==> src/i2a_pkg.sv <==
`timescale 1ns / 1ps
// ----------------------------------------------------------------------------
// i2a_pkg
// Shared constants, codes and helpers of the integer to ASCII formatter.
// ----------------------------------------------------------------------------
package i2a_pkg;

  localparam int VALUE_BITS_DEF = 64;
  localparam int DIGIT_W        = 4;
  localparam int FIELD_W        = 64;
  localparam int IN_DATA_W      = 72;
  localparam int CHAR_W         = 8;

  localparam logic [1:0] ACTION_UNSIGNED = 2'd0;
  localparam logic [1:0] ACTION_SIGNED   = 2'd1;
  localparam logic [1:0] ACTION_HEX      = 2'd2;

  localparam logic [CHAR_W-1:0] CHAR_ZERO  = 8'h30;
  localparam logic [CHAR_W-1:0] CHAR_UPPER = 8'h41;
  localparam logic [CHAR_W-1:0] CHAR_X     = 8'h78;
  localparam logic [CHAR_W-1:0] CHAR_MINUS = 8'h2D;

  // Decimal digits needed for an unsigned word of the given width
  // (floor(bits * log10(2)) + 1).
  function automatic int dec_digits(input int bits);
    return (bits * 30103) / 100000 + 1;
  endfunction

  // Uppercase hex glyph of one digit.
  function automatic logic [CHAR_W-1:0] glyph(input logic [DIGIT_W-1:0] d);
    logic [CHAR_W-1:0] d8;
    d8 = {{(CHAR_W-DIGIT_W){1'b0}}, d};
    if (d < 4'd10) begin
      return CHAR_ZERO + d8;
    end else begin
      return CHAR_UPPER + d8 - 8'd10;
    end
  endfunction

endpackage

==> src/i2a_dabble.sv <==
`timescale 1ns / 1ps
// ----------------------------------------------------------------------------
// i2a_dabble
// Bit-serial double-dabble converter and digit shift register.
// ----------------------------------------------------------------------------
module i2a_dabble
  import i2a_pkg::*;
#(
  parameter int VALUE_BITS = VALUE_BITS_DEF
) (
  input  logic                  clk_i,
  input  logic                  rst_ni,
  input  logic                  start_i,
  input  logic                  hex_i,
  input  logic [VALUE_BITS-1:0] word_i,
  input  logic                  shift_i,
  output logic                  busy_o,
  output logic [DIGIT_W-1:0]    top_o
);

  localparam int NDIG = dec_digits(VALUE_BITS);
  localparam int DW   = NDIG * DIGIT_W;
  localparam int CW   = $clog2(VALUE_BITS + 1);

  logic [VALUE_BITS-1:0] bin_q;
  logic [DW-1:0]         dig_q;
  logic [DW-1:0]         adj;
  logic [CW-1:0]         cnt_q;
  logic                  busy_q;

  // Add three to every digit of five or more before the shift.
  always_comb begin
    for (int k = 0; k < NDIG; k++) begin
      if (dig_q[k*DIGIT_W +: DIGIT_W] >= 4'd5) begin
        adj[k*DIGIT_W +: DIGIT_W] = dig_q[k*DIGIT_W +: DIGIT_W] + 4'd3;
      end else begin
        adj[k*DIGIT_W +: DIGIT_W] = dig_q[k*DIGIT_W +: DIGIT_W];
      end
    end
  end

  always_ff @(posedge clk_i or negedge rst_ni) begin
    if (!rst_ni) begin
      busy_q <= 1'b0;
      cnt_q  <= '0;
    end else if (start_i) begin
      busy_q <= !hex_i;
      cnt_q  <= CW'(VALUE_BITS);
    end else if (busy_q) begin
      cnt_q <= cnt_q - 1'b1;
      if (cnt_q == CW'(1)) begin
        busy_q <= 1'b0;
      end
    end
  end

  always_ff @(posedge clk_i) begin
    if (start_i) begin
      bin_q <= word_i;
      dig_q <= hex_i ? {{(DW-VALUE_BITS){1'b0}}, word_i} : '0;
    end else if (busy_q) begin
      bin_q <= {bin_q[VALUE_BITS-2:0], 1'b0};
      dig_q <= {adj[DW-2:0], bin_q[VALUE_BITS-1]};
    end else if (shift_i) begin
      dig_q <= {dig_q[DW-DIGIT_W-1:0], {DIGIT_W{1'b0}}};
    end
  end

  assign busy_o = busy_q;
  assign top_o  = dig_q[DW-1 -: DIGIT_W];

endmodule

==> src/integer_to_ascii_formatter_top.sv <==
`timescale 1ns / 1ps
// Sequence: a load, then bit-serial double dabble over VALUE_BITS bits in
//   decimal modes (none in hex), then each prefix or sign character, then
//   each digit slot of the dec_digits(VALUE_BITS) digit shift register.
// Flow: one word at a time; the next word is taken only once the last character
//   of this one is in the output register, and output stalls hold the sequence.
// Reset: asynchronous active low; clears the sequencer and the output beat.
// ----------------------------------------------------------------------------
// integer_to_ascii_formatter_top
// Formats a word as unsigned decimal, signed decimal or 0x-prefixed hex text,
// one ASCII character per output beat, most significant first.
// ----------------------------------------------------------------------------
module integer_to_ascii_formatter_top
  import i2a_pkg::*;
#(
  parameter int VALUE_BITS = VALUE_BITS_DEF
) (
  input  logic                 clk_i,
  input  logic                 rst_ni,
  input  logic                 s_axis_tvalid_i,
  output logic                 s_axis_tready_o,
  input  logic [IN_DATA_W-1:0] s_axis_tdata_i,  // [1:0] action, [65:2] value
  output logic                 m_axis_tvalid_o,
  input  logic                 m_axis_tready_i,
  output logic [CHAR_W-1:0]    m_axis_tdata_o,  // [7:0] char_code
  output logic                 m_axis_tlast_o   // last
);

  localparam int NDIG = dec_digits(VALUE_BITS);
  localparam int RW   = $clog2(NDIG + 1);

  typedef enum logic [5:0] {
    ST_IDLE  = 6'b000001,
    ST_CONV  = 6'b000010,
    ST_HEX0  = 6'b000100,
    ST_HEXX  = 6'b001000,
    ST_MINUS = 6'b010000,
    ST_DIGIT = 6'b100000
  } state_e;

  state_e state_q, state_d;

  logic [1:0]            action;
  logic [VALUE_BITS-1:0] word;
  logic [VALUE_BITS-1:0] mag;
  logic                  accept;
  logic                  hex_in;
  logic                  neg_in;

  logic                  hex_q, hex_d;
  logic                  neg_q, neg_d;
  logic                  seen_q, seen_d;
  logic [RW-1:0]         rem_q, rem_d;

  logic                  out_valid_q, out_valid_d;
  logic [CHAR_W-1:0]     out_char_q, out_char_d;
  logic                  out_last_q, out_last_d;
  logic                  slot_free;

  logic                  dab_busy;
  logic                  dab_shift;
  logic [DIGIT_W-1:0]    top_digit;

  // Unpack the beat; bits above the value field are dropped.
  assign action = s_axis_tdata_i[1:0];
  assign word   = s_axis_tdata_i[2 +: VALUE_BITS];
  assign hex_in = (action == ACTION_HEX);
  assign neg_in = (action == ACTION_SIGNED) && word[VALUE_BITS-1];
  // Two's complement magnitude; the most negative word maps to itself, which
  // is already its correct unsigned magnitude.
  assign mag    = neg_in ? ((~word) + {{(VALUE_BITS-1){1'b0}}, 1'b1}) : word;

  assign s_axis_tready_o = (state_q == ST_IDLE);
  assign accept          = s_axis_tvalid_i && s_axis_tready_o;

  // The output register may take a new character when empty or draining.
  assign slot_free = !out_valid_q || m_axis_tready_i;

  i2a_dabble #(
    .VALUE_BITS(VALUE_BITS)
  ) u_dabble (
    .clk_i  (clk_i),
    .rst_ni (rst_ni),
    .start_i(accept),
    .hex_i  (hex_in),
    .word_i (mag),
    .shift_i(dab_shift),
    .busy_o (dab_busy),
    .top_o  (top_digit)
  );

  always_comb begin
    state_d     = state_q;
    hex_d       = hex_q;
    neg_d       = neg_q;
    seen_d      = seen_q;
    rem_d       = rem_q;
    dab_shift   = 1'b0;
    out_valid_d = out_valid_q && !m_axis_tready_i;
    out_char_d  = out_char_q;
    out_last_d  = out_last_q;

    case (state_q)
      ST_IDLE: begin
        if (accept) begin
          hex_d   = hex_in;
          neg_d   = neg_in;
          seen_d  = 1'b0;
          rem_d   = RW'(NDIG);
          state_d = ST_CONV;
        end
      end
      ST_CONV: begin
        // Wait for the converter; hex digits are ready at once.
        if (!dab_busy) begin
          if (hex_q) begin
            state_d = ST_HEX0;
          end else if (neg_q) begin
            state_d = ST_MINUS;
          end else begin
            state_d = ST_DIGIT;
          end
        end
      end
      ST_HEX0: begin
        if (slot_free) begin
          out_valid_d = 1'b1;
          out_char_d  = CHAR_ZERO;
          out_last_d  = 1'b0;
          state_d     = ST_HEXX;
        end
      end
      ST_HEXX: begin
        if (slot_free) begin
          out_valid_d = 1'b1;
          out_char_d  = CHAR_X;
          out_last_d  = 1'b0;
          state_d     = ST_DIGIT;
        end
      end
      ST_MINUS: begin
        if (slot_free) begin
          out_valid_d = 1'b1;
          out_char_d  = CHAR_MINUS;
          out_last_d  = 1'b0;
          state_d     = ST_DIGIT;
        end
      end
      ST_DIGIT: begin
        // Drop leading zeros, but always print the final digit slot.
        if (!seen_q && (top_digit == '0) && (rem_q != RW'(1))) begin
          dab_shift = 1'b1;
          rem_d     = rem_q - 1'b1;
        end else if (slot_free) begin
          dab_shift   = 1'b1;
          rem_d       = rem_q - 1'b1;
          seen_d      = 1'b1;
          out_valid_d = 1'b1;
          out_char_d  = glyph(top_digit);
          out_last_d  = (rem_q == RW'(1));
          if (rem_q == RW'(1)) begin
            state_d = ST_IDLE;
          end
        end
      end
      default: begin
        state_d = ST_IDLE;
      end
    endcase
  end

  always_ff @(posedge clk_i or negedge rst_ni) begin
    if (!rst_ni) begin
      state_q     <= ST_IDLE;
      out_valid_q <= 1'b0;
      hex_q       <= 1'b0;
      neg_q       <= 1'b0;
      seen_q      <= 1'b0;
      rem_q       <= '0;
    end else begin
      state_q     <= state_d;
      out_valid_q <= out_valid_d;
      hex_q       <= hex_d;
      neg_q       <= neg_d;
      seen_q      <= seen_d;
      rem_q       <= rem_d;
    end
  end

  // Output beat payload; holds while the beat is stalled.
  always_ff @(posedge clk_i) begin
    out_char_q <= out_char_d;
    out_last_q <= out_last_d;
  end

  assign m_axis_tvalid_o = out_valid_q;
  assign m_axis_tdata_o  = out_char_q;
  assign m_axis_tlast_o  = out_last_q;

endmodule

==> config.mk <==
export PLATFORM = sky130hd
export DESIGN_NAME = integer_to_ascii_formatter_top
export DESIGN_NICKNAME = d
export VERILOG_FILES = /design/src/i2a_pkg.sv /design/src/i2a_dabble.sv /design/src/integer_to_ascii_formatter_top.sv
export SDC_FILE = /design/constraint.sdc
export NUM_CORES = 1
export LEC_CHECK = 0
export BUFFER_PORTS_ARGS = -buffer_cell sky130_fd_sc_hd__buf_4
export CAP_MARGIN = 0
export CELL_PAD_IN_SITES_DETAIL_PLACEMENT = 1
export CELL_PAD_IN_SITES_GLOBAL_PLACEMENT = 1
export CORE_ASPECT_RATIO = 1.5
export CORE_MARGIN = 10
export CORE_UTILIZATION = 44
export DETAILED_ROUTE_END_ITERATION = 10
export MAX_ROUTING_LAYER = met4
export PLACE_DENSITY = 0.79
export SLEW_MARGIN = 30
export SYNTH_ARGS = -nofsm -noshare
export SYNTH_HDL_FRONTEND = slang
export SYNTH_HIERARCHICAL = 1
export SYNTH_SLANG_ARGS = --single-unit
==> constraint.sdc <==
create_clock -name clk_i -period 3.5 [get_ports clk_i]
set_input_delay 0.35 -clock clk_i [delete_from_list [all_inputs] [get_ports clk_i]]
set_output_delay 0.35 -clock clk_i [all_outputs]
set_load 0.005 [all_outputs]
* Word-level counts from Yosys, hierarchy flattened
Index checks and enable logic that the tools add are counted.
** Storage, ports and cells
- Register bits after elaboration :: 176
- Output and inout port bits :: 11
- Logic and storage cells :: 173
** Cells by class
- Add/sub/neg operators :: 26
- Magnitude comparators :: 21
- Equality and inequality tests :: 22
- Mux-type cells :: 67
- Bitwise logic cells :: 1
- Reduce and logical (&&, ||, !) cells :: 24
** Operator list (number)
- two-way mux 64 bit :: 4
- two-way mux 80 bit :: 3
- greater-or-equal comparator 4 x 3 -> 1 bit (second input constant) :: 20
- adder 4 x 2 -> 4 bit (second input constant) :: 19
- two-way mux 4 bit :: 19
- adder 64 x 1 -> 64 bit (second input constant) :: 1
- NOT 64 bit :: 1
- two-way mux 6 bit :: 9
- two-way mux 8 bit :: 6
- one-hot mux 8 bit (4 select lines) :: 1
- one-hot mux 6 bit (5 select lines) :: 1
- two-way mux 5 bit :: 3
- two-way mux 1 bit :: 14
- two-way mux 7 bit :: 2
- != test 2 bit (second input constant) :: 7
- one-hot mux 5 bit (2 select lines) :: 1
- adder 7 x 4 -> 8 bit (first input constant) :: 1
- AND reduction 4 bit :: 2
- subtractor 8 x 4 -> 8 bit (second input constant) :: 1
- adder 6 x 4 -> 7 bit (first input constant) :: 1
- == test 7 x 1 -> 1 bit (second input constant) :: 1
- AND reduction 7 bit :: 1
- subtractor 7 x 1 -> 7 bit (second input constant) :: 1
- == test 6 x 1 -> 1 bit (second input constant) :: 1
- other kinds (28) :: 41

* Depth between registers and ports, before layout
Gate-level depths: netlist (run 1).
- Word-level depth :: 8
- Gate-level depth with buffers :: 10

* Hierarchy
The synthesis (run 1) kept the hierarchy.
** By module, submodules not included
- i2a_dabble :: instances 1, cells each 773, area an instance 8789.7 µm², sequential area each 4524.3 µm²
- integer_to_ascii_formatter_top :: instances 1, cells each 347, area an instance 2812.7 µm², sequential area each 616.8 µm²

* Worst setup path after synthesis (run 1)
No wires, ideal clock.
- Path type :: reg-to-reg
- Start point :: register state_q[4]
- End point :: register u_dabble.dig_q[0] (enable)
- Arrival time :: 3.457 ns
- Slack :: -0.399 ns
- Cell stages (with the launch flop) :: 8
- Buffers on the path :: 3
- Period minus slack after synthesis :: 3.899 ns
- Cell sequence :: dfrtp_1 > buf_2 > nor4_4 > nand4_1 > inv_1 > buf_2 > buf_2 > or3_1
** On the way
- Word-level cells in the longest chain between the ends :: 3
** Ends and longest elaborated chain
- start: declaration :: line integer_to_ascii_formatter_top.sv:41 : state_e state_q, state_d;
- start signal: assignment :: line integer_to_ascii_formatter_top.sv:181 : state_q <= state_d;
- == test 6 x 1 -> 1 bit :: line integer_to_ascii_formatter_top.sv:73 : assign s_axis_tready_o = (state_q == ST_IDLE);
- logical AND 1 bit :: line integer_to_ascii_formatter_top.sv:74 : assign accept = s_axis_tvalid_i && s_axis_tready_o;
- net accept :: line integer_to_ascii_formatter_top.sv:46 : logic accept;
- nonzero test 3 bit (no source line)
- end signal: assignment :: line i2a_dabble.sv:60 : dig_q <= hex_i ? {{(DW-VALUE_BITS){1'b0}}, word_i} : '0;
- end signal: assignment :: line i2a_dabble.sv:63 : dig_q <= {adj[DW-2:0], bin_q[VALUE_BITS-1]};
- end signal: assignment :: line i2a_dabble.sv:65 : dig_q <= {dig_q[DW-DIGIT_W-1:0], {DIGIT_W{1'b0}}};
- end: declaration :: line i2a_dabble.sv:26 : logic [DW-1:0] dig_q;
The timed path passes the listed nets, and every way through them passes these cells.
A chain may end at the register's enable or synchronous reset.

* Worst setup path in the final report (run 1)
- Start point :: register rem_q[1]
- End point :: register u_dabble.dig_q[1] (enable)
** On the way
- Word-level cells in the longest chain between the ends :: 5
** Ends and longest elaborated chain
- start: declaration :: line integer_to_ascii_formatter_top.sv:53 : logic [RW-1:0] rem_q, rem_d;
- start signal: assignment :: line integer_to_ascii_formatter_top.sv:186 : rem_q <= rem_d;
- != test 5 x 1 -> 1 bit :: line integer_to_ascii_formatter_top.sv:151 : if (!seen_q && (top_digit == '0) && (rem_q != RW'(1))) begin
- logical AND 1 bit :: line integer_to_ascii_formatter_top.sv:151
- two-way mux 1 bit :: line integer_to_ascii_formatter_top.sv:151
- two-way mux 1 bit :: line integer_to_ascii_formatter_top.sv:103 : case (state_q)
- net dab_shift :: line integer_to_ascii_formatter_top.sv:61 : logic dab_shift;
- nonzero test 3 bit (no source line)
The timed path passes the listed nets, and every way through them passes these cells.

==> results of run 1 <==
routing by layer:
| layer | global-route usage (%) | routed length, µm | vias up |
|---|---|---|---|
| met1 | 20.1 | 12600 | 4661 |
| li1 | - | - | 4333 |
| met5 | - | 0 | - |
| met4 | 8.38 | 1010 | 0 |
| met2 | 35.6 | 17500 | 163 |
| met3 | 2.78 | 777 | 55 |
cell usage in the layout, fill, tap and decap left out, drive strengths merged, types with 6 or more instances in the layout:
cell	instances
nand4	6
nor3	27
nand3	59
and3	10
or3	13
ha	47
inv	72
clkbuf	21
clkinv	6
edfxtp	152
nor4	14
xnor2	32
o21ai	85
nand2	71
a21oi	54
buf	102
xor2	43
o31ai	7
mux2	84
a311oi	6
a32oi	35
a31oi	23
o22ai	16
nand2b	23
a41oi	7
mux2i	6
nor3b	34
nor2	53
o311ai	8
dfrtp	22
worst min-delay path by stage:
stage | startpoint | end | slack (ns) | cells after the start
floorplan | rst_ni | hex_q$_DFFE_PN0P_ | 0.05 | 0
global placement | rst_ni | seen_q$_DFFE_PN0P_ | 0.27 | 1
detailed placement | rst_ni | m_axis_tvalid_o$_DFF_PN0_ | 0.27 | 1
CTS | s_axis_tvalid_i | state_q[0]$_DFFE_PN1P_ | 0.18 | 3
global route | s_axis_tvalid_i | state_q[0]$_DFFE_PN1P_ | 0.19 | 3
finish | s_axis_tvalid_i | state_q[0]$_DFFE_PN1P_ | 0.21 | 3
kinds of logic (layout without fill, tap and decap cells):
family / Yosys count / count (layout) / synth area share [%]
xor gates and xnor gates: 75 / 75 / 5.66
muxes: 90 / 90 / 8.74
other: 1 / 1 / 0.0323
adders and majority gates: 47 / 47 / 5.07
and+or+nand+nor: 336 / 336 / 16.4
DFF: 175 / 175 / 44.3
AOI/OAI and AO/OA: 268 / 268 / 14.9
buffers and inverters: 128 / 202 / 4.86
registers in the layout (all words and copies together) (netlist names):
| name | count |
|---|---|
| u_dabble/cnt_q | 7 |
| seen_q | 1 |
| u_dabble/bin_q | 64 |
| hex_q | 1 |
| neg_q | 1 |
| m_axis_tdata_o | 7 |
| u_dabble/busy_o | 1 |
| m_axis_tlast_o | 1 |
| m_axis_tvalid_o | 1 |
| u_dabble/dig_q | 80 |
| rem_q | 5 |
| state_q | 6 |
power groups by stage:
stage / combinational (W) / clock (W) / sequential [W]
6_report: 0.00536 / 0.00187 / 0.00485
4_1_cts: 0.00539 / 0.00191 / 0.00485
3_3_place_gp: 0.00503 / 0 / 0.00482
5_1_grt: 0.00598 / 0.00198 / 0.00501
3_5_place_dp: 0.00533 / 0 / 0.00487
2_1_floorplan: 0.00401 / 0 / 0.00454
final cells by class:
class | instances | area [µm²] | share of cell area, %
tap | 333 | 417 | 3.17
inverter | 67 | 256 | 1.95
timing repair buffer | 103 | 838 | 6.38
sequential | 175 | 5140 | 39.1
multi-input combinational | 817 | 5920 | 45.1
clock inverter | 11 | 76.3 | 0.581
clock buffer | 21 | 493 | 3.75
tightest hold or removal path, stage by stage:
cell and delay (ns):
buf_4 0.11, o21ai_0 0.09, o21a_1 0.11
through the flow:
| step | instances | utilization, % | area [µm²] | total power (W) |
|---|---|---|---|---|
| after global placement | 1494 | 48.6 | 12600 | 0.00985 |
| final | 1527 | 50.8 | 13100 | 0.0121 |
| after detailed placement | 1494 | 48.6 | 12600 | 0.0102 |
| after CTS | 1527 | 50.8 | 13100 | 0.0122 |
| after floorplan | 1120 | - | 11600 | 0.00855 |
| after global routing | 1527 | 50.8 | 13100 | 0.0130 |
==> summary.txt, run 1 <==
Clock network
  • CTS tree: built
  • Skew-Pair Late Insertion Delay: around 0.44 ns
  • Worst-case clock buffer depth: 2
  • CTS Root Cell: clkbuf_16
  • Clock slew at reported path FFs: 0.07 ns
  • Post-CTS sizing: 0
  • Hold_buf cts: 1
  • # H-tree levels: 4
  • Clock sinks: between 150 and 200
  • CTS buffer count: 17
  • Post-CTS Setup Inserts: 0

Final layout
  • Share of cells above drive strength 1: 20.7%
  • P&R area growth vs syn: 13.3%
  • Final nets: 1304
  • Ant diodes: 0
  • Filler cells: 2862

Global routing
  • Vias in the first global route: 10041
  • Global-route wire length before repair: about 52000 µm
  • Global route overflow: 0
  • Initial antenna violation count: 0
  • Pin count of the biggest net entering global routing: 94
  • GRT Util Overall: 19.3%

Timing
  • Fin crit period: 2.79 ns
  • PnR worst setup slack: 0.715 ns
  • RSZ-0062 raised after global routing: no
  • Fin Setup TNS: 0 ns
  • Slew Viols, Final: 0
  • Clock skew: 0.00890 ns
  • Max_slew headroom: about two fifths
  • Slew of the pin with the lowest slew margin: a little over 0.9 ns
  • Final Hold Fails: 0
  • Max Clk Rate: around 0.36 GHz
  • Final period utilization: 79.6%
  • Hold Slack: 0.214 ns
  • # setup viols final: 0

Placement
  • RePlAce Congestion: approximately 0.84
  • Setup slack after placement: 0.408 ns
  • Detail Placement HPWL: 22800 µm
  • Port bufs: 79

Logic synthesis
  • Syn avg cell area: 10.4 µm²
  • Syn Inst Count: 1120
  • Warnings from Yosys: 6
  • Cell variety after synth: 71
  • Largest area contributor in the netlist: edfxtp_1
  • Register bit total from synthesis: 175
  • Count leader, synth: edfxtp_1
  • Post-Syn Area: 11600 µm²
  • Synth area leaders: edfxtp_1, mux2_2, ha_1, dfrtp_1, o21ai_0
  • Post-synthesis sequential area ratio: 44.3%
  • Ys flop type: edfxtp_1
  • Ys async rst share: a little over an eighth
  • Synthesized Nets: 1243
  • Synth top area share: between 30% and 40%
  • Post-synth EDFFs: about 150
  • Post-synth top cells: edfxtp_1, o21ai_0, mux2_2, nand2_1, inv_1

Floorplan
  • I/O Pins: 87
  • Die area: 33400 µm²
  • Starting density of the core: 44.9%
  • Chip Height: ~220 µm
  • Std-Cell Core Area: 25900 µm²
  • Die W: 153 µm
  • FP Rows: 72

Run status
  • Status: finished clean

Min path
  • Worst Hold Class: in -> reg

Worst setup path
  • Crit path max-delay family: simple AND/OR/NAND/NOR gates
  • Crit Reg-Reg Startpoint: rem_q[1]$_DFFE_PN0P_
  • Crit-path max FO: 33
  • Largest incremental delay on the critical path: approximately 0.5 ns
  • Flop-to-flop setup slack: 0.71 ns
  • Crit Path Category: reg -> reg
  • Slowest cell on the critical path: or4b_1
  • Crit-path cells: inv_1 -> ha_1 -> or4b_1 -> and2_1 -> o21ai_1 -> inv_1 -> or3_4 -> buf_12
  • Crit path depth: 8
  • CP Buf/Inv Count: 3
  • Worst r2r dst: u_dabble/dig_q[1]$_DFFE_PP_
  • Required time worst endpoint: 3.68 ns
  • Type of origin of the critical path: flip-flop
  • Crit. Startpoint: rem_q[1]$_DFFE_PN0P_
  • Worst reg-to-reg path cell count: 8
  • Setup crit end kind: flip-flop
  • Critical Path AT: 2.97 ns
  • CP dominant cell by count: inv_1
  • Worst setup path endpoint: u_dabble/dig_q[1]$_DFFE_PP_

Flow run
  • Number of max-cap violations: 0

Pwr
  • Internal: 0.00726 W
  • Switching share of power: between 30% and 40%
  • Leak pwr: 4.94 nW
  • Combinational share of power: 44.3%
  • Net Switching: 0.00482 W
  • Peak supply drop: 0.000455 V
  • Reg power frac: 40.2%
  • Clock power share: about 16%
  • Power per cell area: 919 nW/µm²

Routing
  • 1st-pass router iterations: 5
  • Via density: approximately 6.0
  • DR vias: 9212
  • Drt total wl: approximately 32000 µm
  • Post-route ant nets: 0
  • Initial drt markers: 662
  • Drc violations: 0
  • Wire per inst: 20.9 µm
No activity file was read; power rests on OpenSTA's default activity.
==> run 2: changes to the inputs <==
- CORE_UTILIZATION: 44 -> 49
- PLACE_DENSITY: 0.79 -> 0.84
- clock period: 3.5 -> 2.6 ns (I/O delays scaled with it)
==> run 2 against run 1 <==
Net effect:
- clock power is 32% higher
- wire length rose by 6.4%
- clock-buffer cell count decreased by 1
- sequential share of layout area is 1.0 points lower
- die area down 9.1%
- cell count grew 1.1%
- critical path type unchanged
- critical endpoint is now u_dabble/dig_q[76]$_SDFFCE_PP0P_
- largest power group unchanged
==> summary.txt, run 2 (synthesis results as in run 1) <==
Clock network
  • CTS tree: built
  • # H-tree levels: 4
  • Clock slew at reported path FFs: about 0.070 ns
  • CTS buffer count: 17
  • Worst-case clock buffer depth: 2
  • CTS Root Cell: clkbuf_16
  • Clock sinks: ~180
  • Skew-Pair Late Insertion Delay: 0.45 ns

Flow run
  • Number of max-cap violations: 0

Timing
  • # setup viols final: 0
  • Slew Viols, Final: 0
  • Final Hold Fails: 0
  • Fin crit period: 2.48 ns
  • Max Clk Rate: 0.403 GHz
  • Final period utilization: 95.4%
  • Max_slew headroom: 53.2%
  • Slew of the pin with the lowest slew margin: 0.700 ns
  • Clock skew: between 0.01 and 0.015 ns
  • RSZ-0062 raised after global routing: no

Worst setup path
  • Crit Path Category: reg -> reg
  • Worst reg-to-reg path cell count: 8
  • Critical Path AT: 2.66 ns
  • Crit-path max FO: 37
  • Setup crit end kind: flip-flop
  • Flop-to-flop setup slack: ~0.12 ns
  • Crit. Startpoint: rem_q[1]$_DFFE_PN0P_
  • Crit Reg-Reg Startpoint: rem_q[1]$_DFFE_PN0P_
  • Worst r2r dst: u_dabble/dig_q[76]$_SDFFCE_PP0P_
  • Worst setup path endpoint: u_dabble/dig_q[76]$_SDFFCE_PP0P_
  • Type of origin of the critical path: flip-flop
  • Required time worst endpoint: 2.78 ns

Final layout
  • Ant diodes: 0
  • Share of cells above drive strength 1: 22.9%
  • Finished Core Util: roughly three fifths
  • Non-filler cells, final: 1544
  • Most common cell after layout, fill and taps aside: edfxtp_1
  • Final nets: 1339
  • Biggest register: u_dabble/dig_q
  • Reg area: 5140 µm²
  • Top flop regs: u_dabble/dig_q (80), u_dabble/bin_q (64)
  • Multi-input gate area: roughly 6000 µm²
  • Commonest cells after routing, fill and taps aside: edfxtp_1, buf_4, o21ai_0, mux2_2, nand2_1
  • Filler cells: 2572
  • P&R area growth vs syn: 16.4%
  • Largest register FFs: 80

Placement
  • Detail Placement HPWL: roughly 24000 µm
  • Port bufs: 79
  • RePlAce Congestion: around 0.82
  • Placed insts: 1511

Pwr
  • Leak pwr: 5.15 nW
  • Peak supply drop: 0.000721 V
  • Power per cell area: between 1000 and 1500 nW/µm²

Floorplan
  • Chip Height: 208 µm
  • FP Rows: 68
  • Die W: between 100 and 150 µm
  • Std-Cell Core Area: 23100 µm²
  • Die area: approximately 30000 µm²
  • Starting density of the core: between 50 and 60%
  • I/O Pins: 87

Routing
  • Drc violations: 0
  • Initial drt markers: 737
  • Wire per inst: 22.0 µm
  • Drt total wl: 33900 µm
  • Via density: 6.16
  • Post-route ant nets: 0
  • DR vias: ~9500
  • 1st-pass router iterations: 5

Global routing
  • Global route overflow: 0
  • Vias in the first global route: 10369
  • Initial antenna violation count: 0
  • Global-route wire length before repair: 54200 µm
  • GRT Util Overall: 22.5%
  • Pin count of the biggest net entering global routing: 81

Run status
  • Status: finished clean

Min path
  • Worst Hold Class: in -> reg
[run 2: cell types whose count changed in the layout (fill, tap and decap cells not counted), sizes merged]
| cell | previous run | this run |
|---|---|---|
| buf | 102 | 137 |
| clkbuf | 21 | 20 |
| clkinv | 6 | 9 |
| clkinvlp | 0 | 1 |
| inv | 72 | 69 |
[run 2: worst min-delay path by stage]
stage,cells past startpoint,to,slack [ns],start
6_report,3,state_q[0]$_DFFE_PN1P_,0.11,s_axis_tvalid_i
5_1_grt,3,state_q[0]$_DFFE_PN1P_,0.14,s_axis_tvalid_i
4_1_cts,3,state_q[0]$_DFFE_PN1P_,0.1,s_axis_tvalid_i
3_5_place_dp,1,state_q[3]$_DFFE_PN0P_,0.18,rst_ni
3_3_place_gp,1,state_q[2]$_DFFE_PN0P_,0.18,rst_ni
2_1_floorplan,0,hex_q$_DFFE_PN0P_,-0.04,rst_ni
[run 2: stage by stage]
step | power, W | worst slack [ns] | TNS, ns | instance area, µm² | hold WS [ns]
3_3_place_gp | 0.0134 | -0.0221 | -0.0701 | 12900 | 0.178
4_1_cts | 0.0167 | 0.133 | 0 | 13500 | 0.0998
2_1_floorplan | 0.0115 | 0.00120 | 0 | 11600 | -0.0356
5_1_grt | 0.0179 | 0.0437 | 0 | 13500 | 0.143
3_5_place_dp | 0.0141 | 0.00259 | 0 | 12900 | 0.179
6_report | 0.0167 | 0.120 | 0 | 13500 | 0.113
[run 2: layout make-up]
class,instances,share of cell area [%]
well taps,315,2.92
repair buffers,138,9.10
clock buffers,20,3.47
flip-flops and latches,175,38.1
inverters,67,1.91
clock inverters,12,0.621
multi-input cells,817,43.9
[run 2: critical path, stage by stage, from the launching register on]
cell and delay [ns]:
dfrtp_1 0.39, inv_1 0.09, ha_1 0.14, or4b_1 0.49
and2_1 0.18, o21ai_1 0.17, inv_1 0.09, or3_4 0.43
buf_12 0.20
[run 2: power by group]
group	internal, W	total, W	leakage, nW	switching [W]
Sequential	0.00533	0.00645	1.82	0.00112
Combinational	0.00338	0.00782	3.05	0.00444
Clock	0.00131	0.00247	0.280	0.00116
Total	0.0100	0.0167	5.15	0.00673
[run 2: metal layers]
layer / up-vias / share of wire [%] / global-route usage [%]
li1: 4403 / - / -
met1: 4803 / 38 / 23.0
met2: 231 / 55 / 41.1
met3: 81 / 3.3 / 3.41
met4: 0 / 3.9 / 10.5
met5: - / 0 / -
[run 2: repair_timing]
item | 4_1_cts | 5_1_grt
setup buffers | 0 | 0
resized for setup | 0 | 1
endpoints found under the setup margin | 0 | 2
hold buffers | 1 | 0
hold endpoints to repair | 23 | 0
==> run 3: changes to the inputs <==
- CORE_UTILIZATION: 49 -> 47
- PLACE_DENSITY: 0.84 -> default
- PLACE_DENSITY_LB_ADDON: default -> 0.12
- SYNTH_HIERARCHICAL: 1 -> default
==> run 3 against run 2 <==
Net effect:
- power up 0.66%
- synthesized area down 1.2%
- combinational power increased by 0.8%
- final area unchanged
- flip-flop and latch count did not move
- wire length down 0.48%
- maximum frequency increased by 0.35%
- non-clock buffer count increased by 12
- sequential share of layout area barely moved
- global-route usage shrank 0.16 points
- clock-buffer cell count up 2
- sequential power barely moved
==> summary.txt, run 3 <==
Final layout
  • Finished Cell Area: 13500 µm²
  • Largest register FFs: 80
  • Share of cells above drive strength 1: 14.8%
  • Final nets: approximately 1500
  • Biggest register: u_dabble.dig_q
  • Most common cell after layout, fill and taps aside: o21ai_0
  • Top flop regs: u_dabble.dig_q (80), u_dabble.bin_q (64)
  • Ant diodes: 0
  • Commonest cells after routing, fill and taps aside: o21ai_0, nand2_1, edfxtp_1, a21oi_1, buf_4
  • P&R area growth vs syn: 17.7%

Floorplan
  • Die W: approximately 150 µm
  • I/O Pins: 87
  • Std-Cell Core Area: 24300 µm²
  • Die area: 31200 µm²
  • FP Rows: 70
  • Starting density of the core: approximately 47%
  • Chip Height: 211 µm

Clock network
  • Worst-case clock buffer depth: 2
  • # H-tree levels: 4
  • Post-CTS Setup Inserts: 0
  • Post-CTS sizing: 0
  • CTS Root Cell: clkbuf_16
  • Clock sinks: 175
  • Skew-Pair Late Insertion Delay: 0.44 ns
  • CTS buffer count: 17
  • Hold_buf cts: 1
  • CTS tree: built
  • Clock slew at reported path FFs: 0.06 ns

Logic synthesis
  • Ys flop type: edfxtp_1
  • Synth area leaders: edfxtp_1, o21ai_0, a21oi_1, nand2_1, ha_1
  • Post-synthesis sequential area ratio: 44.8%
  • Largest area contributor in the netlist: edfxtp_1
  • Post-synth EDFFs: 152
  • Cell variety after synth: between 50 and 60
  • Syn avg cell area: 8.86 µm²
  • Synthesized Nets: 1417
  • Warnings from Yosys: 0
  • Post-Syn Area: 11500 µm²
  • Register bit total from synthesis: 175
  • Syn Inst Count: 1295
  • Count leader, synth: nand2_1
  • Ys async rst share: 13.1%
  • Post-synth top cells: nand2_1, o21ai_0, edfxtp_1, a21oi_1, nor2_1
  • Synth top area share: 39.8%

Pwr
  • Total power: 0.0169 W
  • Leak pwr: 5.25 nW
  • Peak supply drop: roughly 0.0006 V
  • Power per cell area: 1250 nW/µm²

Worst setup path
  • Required time worst endpoint: 2.77 ns
  • CP Buf/Inv Count: 2
  • Slowest cell on the critical path: or4b_4
  • Setup crit end kind: flip-flop
  • Type of origin of the critical path: flip-flop
  • Crit path max-delay family: simple AND/OR/NAND/NOR gates
  • Critical Path AT: 2.64 ns
  • Crit-path max FO: 48
  • Crit Path Category: reg -> reg
  • Crit-path cells: inv_1 -> ha_1 -> or4b_4 -> and4b_1 -> o21a_2 -> or3_4 -> buf_12
  • Largest incremental delay on the critical path: 0.48 ns

Timing
  • Fin Setup TNS: 0 ns
  • Max_slew headroom: 55.6%
  • RSZ-0062 raised after global routing: no
  • Final Hold Fails: 0
  • Final period utilization: 95.1%
  • Slew of the pin with the lowest slew margin: 0.665 ns
  • Max Clk Rate: slightly above 0.4 GHz
  • # setup viols final: 0
  • Clock skew: between 0.01 and 0.015 ns
  • Slew Viols, Final: 0
  • Fin crit period: 2.47 ns
  • Hold Slack: 0.185 ns

Placement
  • Post-placement cell area: 12900 µm²
  • Detail Placement HPWL: 24600 µm
  • RePlAce Congestion: 0.840
  • Port bufs: 79

Min path
  • Worst Hold Class: in -> reg

Routing
  • Post-route ant nets: 0
  • 1st-pass router iterations: 4
  • Initial drt markers: just under 600
  • DR vias: around 10000
  • Drc violations: 0
  • Wire per inst: 19.5 µm
  • Via density: between 5 and 6
  • Drt total wl: 33700 µm

Global routing
  • Global-route wire length before repair: 55300 µm
  • Met3 Use GR: 2.99%
  • Vias in the first global route: 10674
  • Pin count of the biggest net entering global routing: 67
  • Global route overflow: 0
  • Gr busiest metal: met2
  • Grt met1 use: 26.7%
  • Initial antenna violation count: 0
  • Grt met2 use: between 30% and 40%
  • GRT Util Overall: 22.3%

Flow run
  • Number of max-cap violations: 0

Run status
  • Status: finished clean
-- run 3: tightest hold or removal path: stages --
cell     delay, ns
buf_4         0.13
a21oi_1       0.07
a21oi_1       0.11
-- run 3: metrics by stage --
step                cells  utilization [%]  worst slack [ns]
finish               1732             55.7             0.128
global route         1732             55.7            0.0265
CTS                  1732             55.7             0.133
detailed placement   1699             53.3            -0.302
global placement     1699             53.3            -0.217
floorplan            1295                -          -0.00782
-- run 3: power by group --
| group | switching, W | leakage (nW) | total [W] | internal, W |
|---|---|---|---|---|
| Clock | 0.00116 | 0.270 | 0.00250 | 0.00134 |
| Sequential | 0.00109 | 1.81 | 0.00647 | 0.00538 |
| Combinational | 0.00482 | 3.16 | 0.00788 | 0.00307 |
-- run 3: cell families after synthesis --
| logic type | share of synthesized area [%] |
|---|---|
| and+or+nand+nor | 17.9 |
| AOI/OAI and AO/OA | 19.5 |
| DFF | 44.8 |
| buffers and inverters | 4.18 |
| xor gates and xnor gates | 6.57 |
| adders and majority gates | 5.02 |
| muxes | 1.93 |
| other | 0.0327 |
-- run 3: final cells by class --
cell class	instances	area (µm²)
multi-input combinational	994	5920
sequential	175	5140
clock buffer	22	485
inverter	57	214
clock inverter	10	75.1
timing repair buffer	150	1250
tap	324	405
fill	2860	10800
-- run 3: path summary, 6_finish.rpt --
path                       slack (ns)                      endpoint  cells past startpoint            startpoint
hold / removal                   0.19        state_q[1]$_DFFE_PN0P_                      3       s_axis_tvalid_i
max in group asynchronous        2.06        state_q[0]$_DFFE_PN1P_                      2                rst_ni
hold reg to reg                  0.49            seen_q$_DFFE_PN0P_                      2    seen_q$_DFFE_PN0P_
min in group asynchronous        0.26     m_axis_tvalid_o$_DFF_PN0_                      2                rst_ni
setup / recovery                 0.13  u_dabble.dig_q[19]$_DFFE_PP_                      7  rem_q[1]$_DFFE_PN0P_
setup reg to reg                 0.13  u_dabble.dig_q[19]$_DFFE_PP_                      7  rem_q[1]$_DFFE_PN0P_
-- run 3: per-layer routing --
| metal | share of wire, % | routed length, µm |
|---|---|---|
| met5 | 0 | 0 |
| met4 | 1.7 | 585 |
| met3 | 3.1 | 1040 |
| met2 | 52 | 17600 |
| met1 | 43 | 14500 |
